--- src/rtl/mep_pkg.sv ---
// Shared types, constants and a helper function of the midpoint ellipse plotter.
package mep_pkg;

    localparam int MAX_RADIUS  = 31;
    localparam int COORD_MAX   = 1023;
    localparam int QUEUE_DEPTH = 2;

    // Field widths fixed by the command and result formats.
    localparam int COORD_W  = 10;
    localparam int RADIUS_W = 5;
    localparam int GLYPH_W  = 8;
    localparam int OUT_W    = 12;
    localparam int MASK_W   = 4;
    localparam int SQ_W     = 2 * RADIUS_W;
    localparam int SLOPE_W  = 20;
    localparam int DEC_W    = 28;
    localparam int OFS_W    = 7;
    localparam int S_DATA_W = 40;
    localparam int M_DATA_W = 64;

    // Saturation limits; an input field can never exceed its own width.
    localparam int RADIUS_LIM = (MAX_RADIUS < (1 << RADIUS_W) - 1) ?
                                MAX_RADIUS : (1 << RADIUS_W) - 1;
    localparam int COORD_LIM  = (COORD_MAX < (1 << COORD_W) - 1) ?
                                COORD_MAX : (1 << COORD_W) - 1;
    localparam int RESULT_CAP = 2 * MAX_RADIUS + 1;
    localparam int CNT_W      = $clog2(RESULT_CAP + 1);

    // One classified command as it waits in the queue.
    typedef struct packed {
        logic [COORD_W-1:0]        cx;
        logic [COORD_W-1:0]        cy;
        logic [SQ_W-1:0]           rx2;
        logic [SQ_W-1:0]           ry2;
        logic [2*SQ_W-1:0]         rxry2;
        logic [RADIUS_W-1:0]       ry;
        logic signed [SLOPE_W-1:0] py0;
        logic signed [DEC_W-1:0]   p0;
        logic [GLYPH_W-1:0]        glyph;
    } mep_cmd_t;

    typedef struct packed {
        logic full;
        logic empty;
    } mep_qstat_t;

    // Division by four that truncates toward zero.
    function automatic logic signed [DEC_W-1:0] div4_trunc(input logic signed [DEC_W-1:0] v);
        logic signed [DEC_W-1:0] adj;
        adj = v[DEC_W-1] ? (v + DEC_W'(3)) : v;
        return adj >>> 2;
    endfunction

endpackage

--- src/rtl/mep_front.sv ---
// Command front end: takes a command beat, saturates it and forms the squares and start values.
module mep_front (
    input  logic              aclk,
    input  logic              aresetn,
    input  logic              s_tvalid,
    output logic              s_tready,
    input  logic [39:0]       s_tdata,   // center_x, center_y, radius_x, radius_y, glyph
    input  mep_pkg::mep_qstat_t q_stat,
    output logic              q_push,
    output mep_pkg::mep_cmd_t q_wdata
);
    import mep_pkg::*;

    typedef enum logic [3:0] {
        F_IDLE = 4'b0001,
        F_SQR  = 4'b0010,
        F_PROD = 4'b0100,
        F_PUSH = 4'b1000
    } front_state_t;

    front_state_t state_reg, state_next;

    logic [COORD_W-1:0]  cx_reg, cy_reg;
    logic [RADIUS_W-1:0] rx_reg, ry_reg;
    logic [GLYPH_W-1:0]  glyph_reg;
    logic [SQ_W-1:0]     rx2_reg, ry2_reg;
    logic [SQ_W+RADIUS_W-1:0] rx2ry_reg;
    logic [2*SQ_W-1:0]   rxry2_reg;

    logic [COORD_W-1:0]  in_cx, in_cy;
    logic [RADIUS_W-1:0] in_rx, in_ry;
    logic signed [DEC_W-1:0] p0_sum;

    assign in_cx = s_tdata[9:0];
    assign in_cy = s_tdata[19:10];
    assign in_rx = s_tdata[24:20];
    assign in_ry = s_tdata[29:25];

    assign s_tready = (state_reg == F_IDLE);
    assign q_push   = (state_reg == F_PUSH) && !q_stat.full;

    always_comb begin
        state_next = state_reg;
        case (state_reg)
            F_IDLE: if (s_tvalid) state_next = F_SQR;
            F_SQR:  state_next = F_PROD;
            F_PROD: state_next = F_PUSH;
            F_PUSH: if (!q_stat.full) state_next = F_IDLE;
            default: state_next = F_IDLE;
        endcase
    end

    always_ff @(posedge aclk) begin
        if (!aresetn) begin
            state_reg <= F_IDLE;
        end else begin
            state_reg <= state_next;
        end
    end

    always_ff @(posedge aclk) begin
        if (s_tvalid && s_tready) begin
            cx_reg    <= (in_cx > COORD_W'(COORD_LIM)) ? COORD_W'(COORD_LIM) : in_cx;
            cy_reg    <= (in_cy > COORD_W'(COORD_LIM)) ? COORD_W'(COORD_LIM) : in_cy;
            rx_reg    <= (in_rx > RADIUS_W'(RADIUS_LIM)) ? RADIUS_W'(RADIUS_LIM) : in_rx;
            ry_reg    <= (in_ry > RADIUS_W'(RADIUS_LIM)) ? RADIUS_W'(RADIUS_LIM) : in_ry;
            glyph_reg <= s_tdata[37:30];
        end
        if (state_reg == F_SQR) begin
            rx2_reg <= rx_reg * rx_reg;
            ry2_reg <= ry_reg * ry_reg;
        end
        if (state_reg == F_PROD) begin
            rx2ry_reg <= rx2_reg * ry_reg;
            rxry2_reg <= rx2_reg * ry2_reg;
        end
    end

    // Four times the region-one start value: 4*ry^2 - 4*rx^2*ry + rx^2.
    assign p0_sum = $signed(DEC_W'({ry2_reg, 2'b00}))
                  - $signed(DEC_W'({rx2ry_reg, 2'b00}))
                  + $signed(DEC_W'(rx2_reg));

    always_comb begin
        q_wdata.cx    = cx_reg;
        q_wdata.cy    = cy_reg;
        q_wdata.rx2   = rx2_reg;
        q_wdata.ry2   = ry2_reg;
        q_wdata.rxry2 = rxry2_reg;
        q_wdata.ry    = ry_reg;
        q_wdata.py0   = $signed(SLOPE_W'({rx2ry_reg, 1'b0}));
        q_wdata.p0    = div4_trunc(p0_sum);
        q_wdata.glyph = glyph_reg;
    end

endmodule

--- src/rtl/mep_queue.sv ---
// Short command queue between the front end and the walker.
module mep_queue (
    input  logic                aclk,
    input  logic                aresetn,
    input  logic                push,
    input  mep_pkg::mep_cmd_t   wdata,
    input  logic                pop,
    output mep_pkg::mep_cmd_t   rdata,
    output mep_pkg::mep_qstat_t stat
);
    import mep_pkg::*;

    localparam int PTR_W = (QUEUE_DEPTH > 1) ? $clog2(QUEUE_DEPTH) : 1;
    localparam int CNT_QW = $clog2(QUEUE_DEPTH + 1);

    mep_cmd_t            mem_reg [QUEUE_DEPTH];
    logic [PTR_W-1:0]    wr_ptr_reg, rd_ptr_reg;
    logic [CNT_QW-1:0]   count_reg;

    assign rdata      = mem_reg[rd_ptr_reg];
    assign stat.full  = (count_reg == CNT_QW'(QUEUE_DEPTH));
    assign stat.empty = (count_reg == '0);

    always_ff @(posedge aclk) begin
        if (!aresetn) begin
            wr_ptr_reg <= '0;
            rd_ptr_reg <= '0;
            count_reg  <= '0;
        end else begin
            if (push) begin
                wr_ptr_reg <= (wr_ptr_reg == PTR_W'(QUEUE_DEPTH - 1)) ? '0 : wr_ptr_reg + 1'b1;
            end
            if (pop) begin
                rd_ptr_reg <= (rd_ptr_reg == PTR_W'(QUEUE_DEPTH - 1)) ? '0 : rd_ptr_reg + 1'b1;
            end
            if (push && !pop) begin
                count_reg <= count_reg + 1'b1;
            end else if (pop && !push) begin
                count_reg <= count_reg - 1'b1;
            end
        end
    end

    always_ff @(posedge aclk) begin
        if (push) begin
            mem_reg[wr_ptr_reg] <= wdata;
        end
    end

endmodule

--- src/rtl/mep_walker.sv ---
// Two-region midpoint walk with a registered result beat.
module mep_walker (
    input  logic                aclk,
    input  logic                aresetn,
    input  mep_pkg::mep_qstat_t q_stat,
    input  mep_pkg::mep_cmd_t   q_rdata,
    output logic                q_pop,
    output logic                m_tvalid,
    input  logic                m_tready,
    output logic [63:0]         m_tdata,   // right_x, left_x, lower_y, upper_y, visible_mask, glyph_out
    output logic                m_tlast
);
    import mep_pkg::*;

    typedef enum logic [3:0] {
        W_IDLE  = 4'b0001,
        W_REG1  = 4'b0010,
        W_INIT2 = 4'b0100,
        W_REG2  = 4'b1000
    } walk_state_t;

    localparam int MUL_A_W   = 14;
    localparam int MUL_P_W   = MUL_A_W + SQ_W;
    localparam int INIT2_END = 4;

    walk_state_t state_reg, state_next;

    logic [COORD_W-1:0]        cx_reg, cy_reg;
    logic [SQ_W-1:0]           rx2_reg, ry2_reg;
    logic [2*SQ_W-1:0]         rxry2_reg;
    logic [GLYPH_W-1:0]        glyph_reg;
    logic [OFS_W-1:0]          x_reg;
    logic signed [OFS_W-1:0]   y_reg;
    logic signed [SLOPE_W-1:0] px_reg, py_reg;
    logic signed [DEC_W-1:0]   p_reg;
    logic [CNT_W-1:0]          count_reg;
    logic [2:0]                step_reg;
    logic [MUL_P_W-1:0]        mul_reg, t1_reg;

    logic                      m_tvalid_reg, m_tlast_reg;
    logic [M_DATA_W-1:0]       m_tdata_reg;

    logic out_free, emit, last_beat;
    logic signed [SLOPE_W-1:0] two_rx2, two_ry2, px_inc, py_dec;
    logic [OFS_W:0]            a_val;
    logic [OFS_W-1:0]          b_abs;
    logic [MUL_A_W-1:0]        mul_a;
    logic [SQ_W-1:0]           mul_b;
    logic signed [DEC_W-1:0]   p2_sum;
    logic signed [OUT_W-1:0]   rxo, lxo, lyo, uyo;
    logic [MASK_W-1:0]         mask;
    logic rx_vis, lx_vis, ly_vis, uy_vis;

    assign out_free = !m_tvalid_reg || m_tready;
    assign q_pop    = (state_reg == W_IDLE) && !q_stat.empty;

    assign two_rx2 = $signed(SLOPE_W'({rx2_reg, 1'b0}));
    assign two_ry2 = $signed(SLOPE_W'({ry2_reg, 1'b0}));
    assign px_inc  = px_reg + two_ry2;
    assign py_dec  = py_reg - two_rx2;

    // Region one emits only while px < py; otherwise it hands over to region two.
    assign emit = out_free && (((state_reg == W_REG1) && (px_reg < py_reg))
                               || (state_reg == W_REG2));
    assign last_beat = (count_reg == CNT_W'(RESULT_CAP - 1))
                       || ((state_reg == W_REG2) && (y_reg == '0));

    // Region-two start value uses one shared multiplier, forming (2x+1)^2*ry^2 and then (y-1)^2*rx^2.
    assign a_val = {x_reg, 1'b1};
    assign b_abs = (y_reg == '0) ? OFS_W'(1) : OFS_W'(y_reg - 1'b1);

    always_comb begin
        mul_a = '0;
        mul_b = '0;
        case (step_reg)
            3'd0: begin
                mul_a = MUL_A_W'(a_val);
                mul_b = SQ_W'(a_val);
            end
            3'd1: begin
                mul_a = mul_reg[MUL_A_W-1:0];
                mul_b = ry2_reg;
            end
            3'd2: begin
                mul_a = MUL_A_W'(b_abs);
                mul_b = SQ_W'(b_abs);
            end
            3'd3: begin
                mul_a = mul_reg[MUL_A_W-1:0];
                mul_b = rx2_reg;
            end
            default: begin
                mul_a = '0;
                mul_b = '0;
            end
        endcase
    end

    assign p2_sum = $signed(DEC_W'(t1_reg))
                  + $signed(DEC_W'({mul_reg, 2'b00}))
                  - $signed(DEC_W'({rxry2_reg, 2'b00}));

    // Mirrored coordinates and their visibility.
    assign rxo = $signed(OUT_W'(cx_reg)) + $signed(OUT_W'(x_reg));
    assign lxo = $signed(OUT_W'(cx_reg)) - $signed(OUT_W'(x_reg));
    assign lyo = $signed(OUT_W'(cy_reg)) + OUT_W'(y_reg);
    assign uyo = $signed(OUT_W'(cy_reg)) - OUT_W'(y_reg);
    assign rx_vis = !rxo[OUT_W-1] && (rxo != '0);
    assign lx_vis = !lxo[OUT_W-1] && (lxo != '0);
    assign ly_vis = !lyo[OUT_W-1] && (lyo != '0);
    assign uy_vis = !uyo[OUT_W-1] && (uyo != '0);
    assign mask = {lx_vis && uy_vis, rx_vis && uy_vis, lx_vis && ly_vis, rx_vis && ly_vis};

    always_comb begin
        state_next = state_reg;
        case (state_reg)
            W_IDLE:  if (q_pop) state_next = W_REG1;
            W_REG1: begin
                if (px_reg >= py_reg) begin
                    state_next = W_INIT2;
                end else if (emit && last_beat) begin
                    state_next = W_IDLE;
                end
            end
            W_INIT2: if (step_reg == 3'(INIT2_END)) state_next = W_REG2;
            W_REG2:  if (emit && last_beat) state_next = W_IDLE;
            default: state_next = W_IDLE;
        endcase
    end

    always_ff @(posedge aclk) begin
        if (!aresetn) begin
            state_reg    <= W_IDLE;
            m_tvalid_reg <= 1'b0;
            count_reg    <= '0;
            step_reg     <= '0;
        end else begin
            state_reg <= state_next;
            if (emit) begin
                m_tvalid_reg <= 1'b1;
            end else if (m_tready) begin
                m_tvalid_reg <= 1'b0;
            end
            if (q_pop) begin
                count_reg <= '0;
            end else if (emit) begin
                count_reg <= count_reg + 1'b1;
            end
            if (state_reg == W_INIT2) begin
                step_reg <= step_reg + 1'b1;
            end else begin
                step_reg <= '0;
            end
        end
    end

    always_ff @(posedge aclk) begin
        if (q_pop) begin
            cx_reg    <= q_rdata.cx;
            cy_reg    <= q_rdata.cy;
            rx2_reg   <= q_rdata.rx2;
            ry2_reg   <= q_rdata.ry2;
            rxry2_reg <= q_rdata.rxry2;
            glyph_reg <= q_rdata.glyph;
            x_reg     <= '0;
            y_reg     <= $signed(OFS_W'(q_rdata.ry));
            px_reg    <= '0;
            py_reg    <= q_rdata.py0;
            p_reg     <= q_rdata.p0;
        end else if (emit && (state_reg == W_REG1)) begin
            x_reg  <= x_reg + 1'b1;
            px_reg <= px_inc;
            if (p_reg[DEC_W-1]) begin
                p_reg <= p_reg + $signed(DEC_W'(ry2_reg)) + DEC_W'(px_inc);
            end else begin
                y_reg  <= y_reg - 1'b1;
                py_reg <= py_dec;
                p_reg  <= p_reg + $signed(DEC_W'(ry2_reg)) + DEC_W'(px_inc) - DEC_W'(py_dec);
            end
        end else if (emit && (state_reg == W_REG2)) begin
            y_reg  <= y_reg - 1'b1;
            py_reg <= py_dec;
            if (p_reg > 0) begin
                p_reg <= p_reg + $signed(DEC_W'(rx2_reg)) - DEC_W'(py_dec);
            end else begin
                x_reg  <= x_reg + 1'b1;
                px_reg <= px_inc;
                p_reg  <= p_reg + $signed(DEC_W'(rx2_reg)) - DEC_W'(py_dec) + DEC_W'(px_inc);
            end
        end else if ((state_reg == W_INIT2) && (step_reg == 3'(INIT2_END))) begin
            p_reg <= div4_trunc(p2_sum);
        end

        if (state_reg == W_INIT2) begin
            mul_reg <= mul_a * mul_b;
            if (step_reg == 3'd2) begin
                t1_reg <= mul_reg;
            end
        end

        if (emit) begin
            m_tdata_reg <= {4'b0000, glyph_reg, mask, uyo, lyo, lxo, rxo};
            m_tlast_reg <= last_beat;
        end
    end

    assign m_tvalid = m_tvalid_reg;
    assign m_tdata  = m_tdata_reg;
    assign m_tlast  = m_tlast_reg;

endmodule

--- src/rtl/midpoint_ellipse_plotter.sv ---
// Top level of the midpoint ellipse plotter: front end, command queue and walker.
//
// Each input beat is one ellipse command; the block answers with one result beat per
// point group of the two-region midpoint walk, m_tlast marking the final group. The walker
// fetches a command, emits its point groups (at most 63) one per cycle while the result side
// does not stall, leaves region one when it runs out and then forms the region-two decision
// value on its single shared multiplier. The front end takes each command through its idle,
// square, product and push states, waiting in push while the queue is full, and works
// on the next command while the walker is busy; a two-entry queue sits between them.
module midpoint_ellipse_plotter (
    input  logic        aclk,
    input  logic        aresetn,
    input  logic        s_tvalid,
    output logic        s_tready,
    input  logic [39:0] s_tdata,   // center_x[9:0], center_y[19:10], radius_x[24:20],
                                   // radius_y[29:25], glyph[37:30]
    output logic        m_tvalid,
    input  logic        m_tready,
    output logic [63:0] m_tdata,   // right_x[11:0], left_x[23:12], lower_y[35:24],
                                   // upper_y[47:36], visible_mask[51:48], glyph_out[59:52]
    output logic        m_tlast
);
    import mep_pkg::*;

    mep_cmd_t   q_wdata, q_rdata;
    mep_qstat_t q_stat;
    logic       q_push, q_pop;

    mep_front u_front (
        .aclk     (aclk),
        .aresetn  (aresetn),
        .s_tvalid (s_tvalid),
        .s_tready (s_tready),
        .s_tdata  (s_tdata),
        .q_stat   (q_stat),
        .q_push   (q_push),
        .q_wdata  (q_wdata)
    );

    mep_queue u_queue (
        .aclk    (aclk),
        .aresetn (aresetn),
        .push    (q_push),
        .wdata   (q_wdata),
        .pop     (q_pop),
        .rdata   (q_rdata),
        .stat    (q_stat)
    );

    mep_walker u_walker (
        .aclk     (aclk),
        .aresetn  (aresetn),
        .q_stat   (q_stat),
        .q_rdata  (q_rdata),
        .q_pop    (q_pop),
        .m_tvalid (m_tvalid),
        .m_tready (m_tready),
        .m_tdata  (m_tdata),
        .m_tlast  (m_tlast)
    );

    // The front end never pushes into a full queue, and the walker never pops an empty one.
    a_no_overflow: assert property (@(posedge aclk) disable iff (!aresetn)
        !(q_push && q_stat.full))
        else $error("command pushed into a full queue");

    a_no_underflow: assert property (@(posedge aclk) disable iff (!aresetn)
        !(q_pop && q_stat.empty))
        else $error("command popped from an empty queue");

    // A command beat is followed by a busy front end while it forms the squares.
    a_front_busy: assert property (@(posedge aclk) disable iff (!aresetn)
        (s_tvalid && s_tready) |=> !s_tready)
        else $error("front end took two command beats in a row");

    // The queue is never both full and empty.
    a_queue_state: assert property (@(posedge aclk) disable iff (!aresetn)
        !(q_stat.full && q_stat.empty))
        else $error("queue reports full and empty at once");

endmodule

--- config.mk ---
export PLATFORM = sky130hd
export DESIGN_NAME = midpoint_ellipse_plotter
export DESIGN_NICKNAME = d
export VERILOG_FILES = /design/src/rtl/mep_pkg.sv /design/src/rtl/mep_front.sv /design/src/rtl/mep_queue.sv /design/src/rtl/mep_walker.sv /design/src/rtl/midpoint_ellipse_plotter.sv
export SDC_FILE = /design/constraint.sdc
export NUM_CORES = 2
export LEC_CHECK = 0
export BUFFER_PORTS_ARGS = -buffer_cell sky130_fd_sc_hd__buf_2
export CAP_MARGIN = 10
export CORE_UTILIZATION = 23
export DETAILED_ROUTE_END_ITERATION = 10
export HOLD_SLACK_MARGIN = 0.1
export PLACE_DENSITY_LB_ADDON = 0.15
export SLEW_MARGIN = 20
export SYNTH_ARGS = -nofsm -noshare
export SYNTH_HDL_FRONTEND = slang
export SYNTH_SLANG_ARGS = --single-unit
--- constraint.sdc ---
create_clock -name aclk -period 26.9 [get_ports aclk]
set_clock_uncertainty 0.1 [all_clocks]
set_input_delay 5.38 -clock aclk [delete_from_list [all_inputs] [get_ports aclk]]
set_output_delay 5.38 -clock aclk [all_outputs]
set_load 0.03 [all_outputs]
## Word-level counts from Yosys, hierarchy flattened

Memories as Yosys holds them, arrays and structs flattened. A register that Yosys moved wholly into a read port is not among the register bits.
Index checks and enable logic that the tools add are counted.

| storage, ports and cells | value |
|---|---|
| bits in registers | 374 |
| bits in latches | 0 |
| bits in writable memories | 232 |
| bits in read-only memories | 0 |
| input port bits | 44 |
| logic and storage cells | 190 |
| memories | 1 |

Memory list:

| memory | depth | bits a word | read ports | clocked after Yosys merged registers in | write ports | line | RTL |
|---|---|---|---|---|---|---|---|
| u_queue.mem_reg | 2 | 116 | 1 | 1 | 1 | mep_queue.sv:16 | `mep_cmd_t mem_reg [QUEUE_DEPTH];` |

| cells by class | value |
|---|---|
| $add $sub $neg | 26 |
| multiply operators | 5 |
| divide/modulo/power cells | 0 |
| magnitude comparators | 7 |
| eq/ne operators | 21 |
| shifts and indexed selects | 0 |
| muxes and demuxes | 43 |
| bitwise logic cells | 1 |
| reductions and logical operators | 53 |

Operators by type and width:

| cell | count |
|---|---|
| 2-to-1 mux 28 bit | 8 |
| 2-to-1 mux 20 bit | 7 |
| adder 28 x 11 -> 28 bit | 3 |
| adder 28 x 20 -> 28 bit | 2 |
| adder 28 x 3 -> 28 bit (second input constant) | 2 |
| subtractor 28 x 20 -> 28 bit | 2 |
| 2-to-1 mux 7 bit | 7 |
| nonzero test 12 bit | 4 |
| case mux 14 bit (3 select lines) | 1 |
| case mux 10 bit (4 select lines) | 1 |
| case mux 4 bit (4 select lines) | 2 |
| greater-than comparator 28 x 1 -> 1 bit (second input constant) | 1 |
| subtractor 28 x 23 -> 28 bit | 1 |
| adder 24 x 26 -> 27 bit | 1 |
| multiplier 14 x 10 -> 24 bit | 1 |
| 2-to-1 mux 4 bit | 6 |
| adder 20 x 12 -> 20 bit | 1 |
| greater-or-equal comparator 20 bit | 1 |
| greater-than comparator 10 bit (second input constant) | 2 |
| logical AND 1 bit | 20 |
| less-than comparator 20 bit | 1 |
| multiplier 10 x 10 -> 20 bit | 1 |
| multiplier 5 x 5 -> 10 bit | 2 |
| subtractor 20 x 12 -> 20 bit | 1 |
| 41 further kinds | 78 |

## Logic depth before layout (Yosys ltp)

| depth | value |
|---|---|
| depth in word-level cells | 8 |
| depth in mapped cells | 36 |
| gate-level depth less buffers | 36 |

## By module

A second synthesis with hierarchy kept.

| second synthesis, totals | value |
|---|---|
| cell total of the unflattened synthesis | 4288 |
| area, all modules | 45414.8 µm² |

Modules (own cells, without submodules):

| module | times used | cells each | area each (µm²) | sequential area each (µm²) |
|---|---|---|---|---|
| mep_walker | 1 | 2945 | 26842.0 | 7627.3 |
| mep_front | 1 | 945 | 9603.0 | 2782.7 |
| mep_queue | 1 | 398 | 8969.9 | 7367.1 |

## Least setup slack after synthesis

No wires, ideal clock.

| timing | value |
|---|---|
| kind | reg2reg |
| from | register u_front.state_reg[3] |
| to | memory u_queue.mem_reg[0][0] (netlist name) (enable) |
| library setup time | 0.720 ns |
| data arrival time | 8.130 ns |
| setup slack | 17.950 ns |
| cell stages (with the launch flop) | 5 |
| path buffers | 0 |
| clock period less this slack | 8.950 ns |
| path through | dfxtp_1 inv_1 nor2_1 nand2_1 nor3_1 |

| between the ends | value |
|---|---|
| cells in the longest elaborated chain, start to end | 4 |

Ends and longest elaborated chain:

| element | line | RTL |
|---|---|---|
| start: declaration | mep_front.sv:21 | `front_state_t state_reg, state_next;` |
| start signal: assignment | mep_front.sv:57 | `state_reg <= state_next;` |
| == test 4 bit | mep_front.sv:40 | `assign q_push = (state_reg == F_PUSH) && !q_stat.full;` |
| logical AND 1 bit | mep_front.sv:40 |  |
| 2-to-1 mux 1 bit | mep_queue.sv:45 | `if (push) begin` |
| 2-to-1 mux 1 bit (implied by the code) | mep_queue.sv:46 | `mem_reg[wr_ptr_reg] <= wdata;` |
| end: declaration | mep_queue.sv:16 |  |

No other way between the ends.

## Worst setup path in the final report

| timing | value |
|---|---|
| from | register u_walker.rx2_reg[2] |
| to | register u_walker.p_reg[27], data pin |

| between the ends | value |
|---|---|
| cells in the longest elaborated chain, start to end | 7 |
| elaborated cells on any way between the ends | 10 |
| those cells by class | add/sub (5); mux (5) |

Ends and longest elaborated chain:

| element | line | RTL |
|---|---|---|
| start: declaration | mep_walker.sv:29 | `logic [SQ_W-1:0] rx2_reg, ry2_reg;` |
| start signal: assignment | mep_walker.sv:161 | `rx2_reg <= q_rdata.rx2;` |
| adder 28 x 11 -> 28 bit / subtractor 20 x 12 -> 20 bit (equally long branches) | mep_walker.sv:184, mep_walker.sv:188, mep_walker.sv:60 |  |
| subtractor 28 x 20 -> 28 bit | mep_walker.sv:184, mep_walker.sv:188 |  |
| adder 28 x 20 -> 28 bit | mep_walker.sv:188 | `p_reg <= p_reg + $signed(DEC_W'(rx2_reg)) - DEC_W'(py_dec) + DEC_W'(px_inc);` |
| 2-to-1 mux 28 bit | mep_walker.sv:183 | `if (p_reg > 0) begin` |
| 2-to-1 mux 28 bit | mep_walker.sv:180 | `end else if (emit && (state_reg == W_REG2)) begin` |
| 2-to-1 mux 28 bit (*) | mep_walker.sv:170 | `end else if (emit && (state_reg == W_REG1)) begin` |
| 2-to-1 mux 28 bit (*) | mep_walker.sv:158 | `if (q_pop) begin` |
| end signal: assignment | mep_walker.sv:169 | `p_reg <= q_rdata.p0;` |
| end signal: assignment | mep_walker.sv:174 | `p_reg <= p_reg + $signed(DEC_W'(ry2_reg)) + DEC_W'(px_inc);` |
| end signal: assignment | mep_walker.sv:184 | `p_reg <= p_reg + $signed(DEC_W'(rx2_reg)) - DEC_W'(py_dec);` |
| end: declaration | mep_walker.sv:35 | `logic signed [DEC_W-1:0] p_reg;` |

Mark *: on every way between the ends. The rest lies on a longest branch, timed or not.
A chain may end at the register's enable or synchronous reset.

==> out/summary.txt <==
Die height = 439 µm
CP top delay family = compound AO/OA/AOI/OAI gates
Routed vias = 30415
Crit Path Category = register to register
Hold buffers post-CTS = 0
Post-synthesis sequential area ratio = 38.9%
Row cnt = 159
Final period utilization = 32.7%
Status = complete, no violations
Worst Hold Class = register to register
Final-layout fill cell count = 20047
Placer Congestion = 0.876
Die W = 439 µm
Ys async rst share = 0%
Post-DP HPWL = 98.7 mm
DRT Pass-1 Iters = 5
Post-route ant nets = 0
Post-route DRC violation count = 0
R2R cell count = 34
CTS max path bufs = 3
CTS tree = yes
Slew Viols, Final = 0
PortBufs = 103
Tightest Pin Transition = 1.17 ns
Die area = 192000 µm²
Resize count post-CTS = 0
Required time of the critical path = 27.24 ns
Max_slew headroom = 19.9%
Ys flop type = edfxtp_1
RSZ-0062 raised after global routing = false
GRT overflow = 0
Clock Sinks = 585
Final #Nets = 4986
Final hold violations = 0
Vias/cell = 4.42
Area grow syn2layout = 14.0%
Post-synth EDFFs = 534
Number of DRC markers in iteration 0 = 1548
Initial antenna violation count = 1
Starting Density = 23.3%
CP max stage cell = o41ai_1
Yosys reg bits = 585
Max reg flops = 222
Critical path endpoint category = register
Top-Level Pins = 111
Distinct cell type count after synthesis = 101
Vias in the first global route = 30898
Ys Warns = 0
Wire length per cell = 18.9 µm
Slowest stage delay, CP = 0.82 ns
Syn_area_per_cell = 10.4 µm²
Setup tns final = 0 ns
Achievable Freq = 0.114 GHz
Number of post-CTS setup repair buffers = 0
WHS Path Cells = 0
Total track usage = 13.5%
WL final = 130 mm
Mapped Cells = 4237
Startpoint Class = register
Core Area = 189000 µm²
WP depth = 34
Min Tclk post-route = 8.81 ns
First-pass GRT wire length = 196 mm
H-tree levels = 3
Arr. time, crit path = 9.15 ns
Max-cap violations = 0
Clock Pin Slew Worst Setup and Hold Paths = 0.07 ns
CP max FO = 5
Final setup viols = 0
Buf/Inv on CP = 3
Clock root buffer = clkbuf_16
TritonCTS buffer count = 77
Largest net degree at the start of global routing = 88
Share of layout cells above drive strength 1 = 9.38%
Clock Latency Late Sink = 0.68 ns
Synthesized area = 43900 µm²
cells in the mapped netlist (11+ instances only):
| cell type | count | area [µm²] |
|---|---|---|
| o22ai_1 | 13 | 81.3 |
| ha_1 | 429 | 5370 |
| nand3_1 | 59 | 295 |
| nor4_1 | 20 | 125 |
| a21o_1 | 89 | 668 |
| nor2_1 | 346 | 1300 |
| dfxtp_1 | 51 | 1020 |
| xor2_1 | 95 | 832 |
| o21bai_1 | 53 | 398 |
| mux2i_1 | 49 | 490 |
| nor3_1 | 54 | 270 |
| nor2b_1 | 62 | 388 |
| a211oi_1 | 55 | 413 |
| or3_1 | 19 | 119 |
| a21oi_1 | 280 | 1400 |
| xnor2_1 | 248 | 2170 |
| inv_1 | 421 | 1580 |
| buf_1 | 11 | 41.3 |
| o211ai_1 | 16 | 120 |
| clkbuf_1 | 125 | 469 |
| and3_1 | 35 | 219 |
| a31oi_1 | 29 | 181 |
| o21a_1 | 42 | 315 |
| mux2_2 | 70 | 788 |
| a21boi_0 | 11 | 82.6 |
| or2_2 | 19 | 119 |
| nand2_1 | 285 | 1070 |
| fa_1 | 185 | 3700 |
| o21ai_0 | 144 | 721 |
| and2_1 | 128 | 801 |
| nand4_1 | 21 | 131 |
| edfxtp_1 | 534 | 16000 |
| nand2b_1 | 44 | 275 |
metal layers:
| metal | vias to the layer above | GRT usage (%) | wire, µm |
|---|---|---|---|
| met2 | 462 | 21.1 | 57100 |
| met3 | 149 | 2.04 | 4450 |
| met1 | 14719 | 18.8 | 63400 |
| li1 | 15085 | - | - |
| met5 | - | 0 | 0 |
| met4 | 0 | 4.77 | 4910 |
path summary, 6_finish.rpt:
check / start / slack [ns] / endpoint
setup reg to reg: u_walker.rx2_reg[2] / 18.09 / u_walker.p_reg[27]
hold reg to reg: u_walker.glyph_reg[3] / 0.31 / u_walker.m_tdata[55]
setup / recovery: u_walker.rx2_reg[2] / 18.09 / u_walker.p_reg[27]
hold / removal: u_walker.glyph_reg[3] / 0.31 / u_walker.m_tdata[55]
worst register-to-register path, delay by kind of cell, from the launching register on:
| family | cells | cell delay (ns) |
|---|---|---|
| AOI/OAI and AO/OA | 17 | 4.26 |
| xor gates and xnor gates | 4 | 1.21 |
| adders and majority gates | 4 | 1.52 |
| buffers and inverters | 3 | 0.24 |
| DFF | 1 | 0.51 |
| and+or+nand+nor | 6 | 0.75 |
cells in the final DEF (no fill, tap or decap), drive strengths merged, types with 53 or more instances in the layout:
cell	n
ha	429
clkbuf	90
nand3	59
edfxtp	534
nand2	285
nor3	54
o21bai	53
xnor2	250
xor2	95
inv	427
a21o	89
buf	152
and2	128
nor2b	63
a211oi	56
o21ai	150
a21oi	282
fa	185
nor2	347
mux2	70
cells by family (layout without fill, tap and decap cells):
| family | after synthesis | in the layout | synth area share (%) |
|---|---|---|---|
| compound gates | 862 | 862 | 12.9 |
| mux | 119 | 119 | 2.92 |
| other cells | 1 | 6 | 0.00855 |
| simple gates | 1136 | 1136 | 12.5 |
| flops | 585 | 585 | 38.9 |
| fa+ha+maj | 619 | 619 | 20.8 |
| buf+inv | 568 | 717 | 4.93 |
| xor+xnor | 347 | 347 | 7.03 |
cell type report:
type,instances,area [µm²],area share [%]
Sequential cell,585,17100,34.1
Inverter,424,1600,3.20
Multi-Input combinational cell,3088,24700,49.4
Antenna cell,1,2.50,0.00500
Clock buffer,90,1980,3.95
Timing Repair Buffer,152,883,1.77
Tap cell,2495,3120,6.24
Clock inverter,51,648,1.30
per-stage QoR:
stage / hold WS, ns / cell area [µm²] / util, % / instances / worst slack [ns]
global route: 0.324 / 50000 / 26.5 / 6885 / 17.29
global placement: 0.301 / 47400 / 25.1 / 6744 / 18.06
finish: 0.314 / 50000 / 26.5 / 6886 / 18.09
detailed placement: 0.306 / 47400 / 25.1 / 6744 / 18.10
floorplan: 0.300 / 43900 / - / 4241 / 17.95
CTS: 0.317 / 50000 / 26.5 / 6885 / 18.04
Power is left out: the tool's default activity adds up to more than one toggle a clock period on the data nets, which glitch-free logic cannot reach.
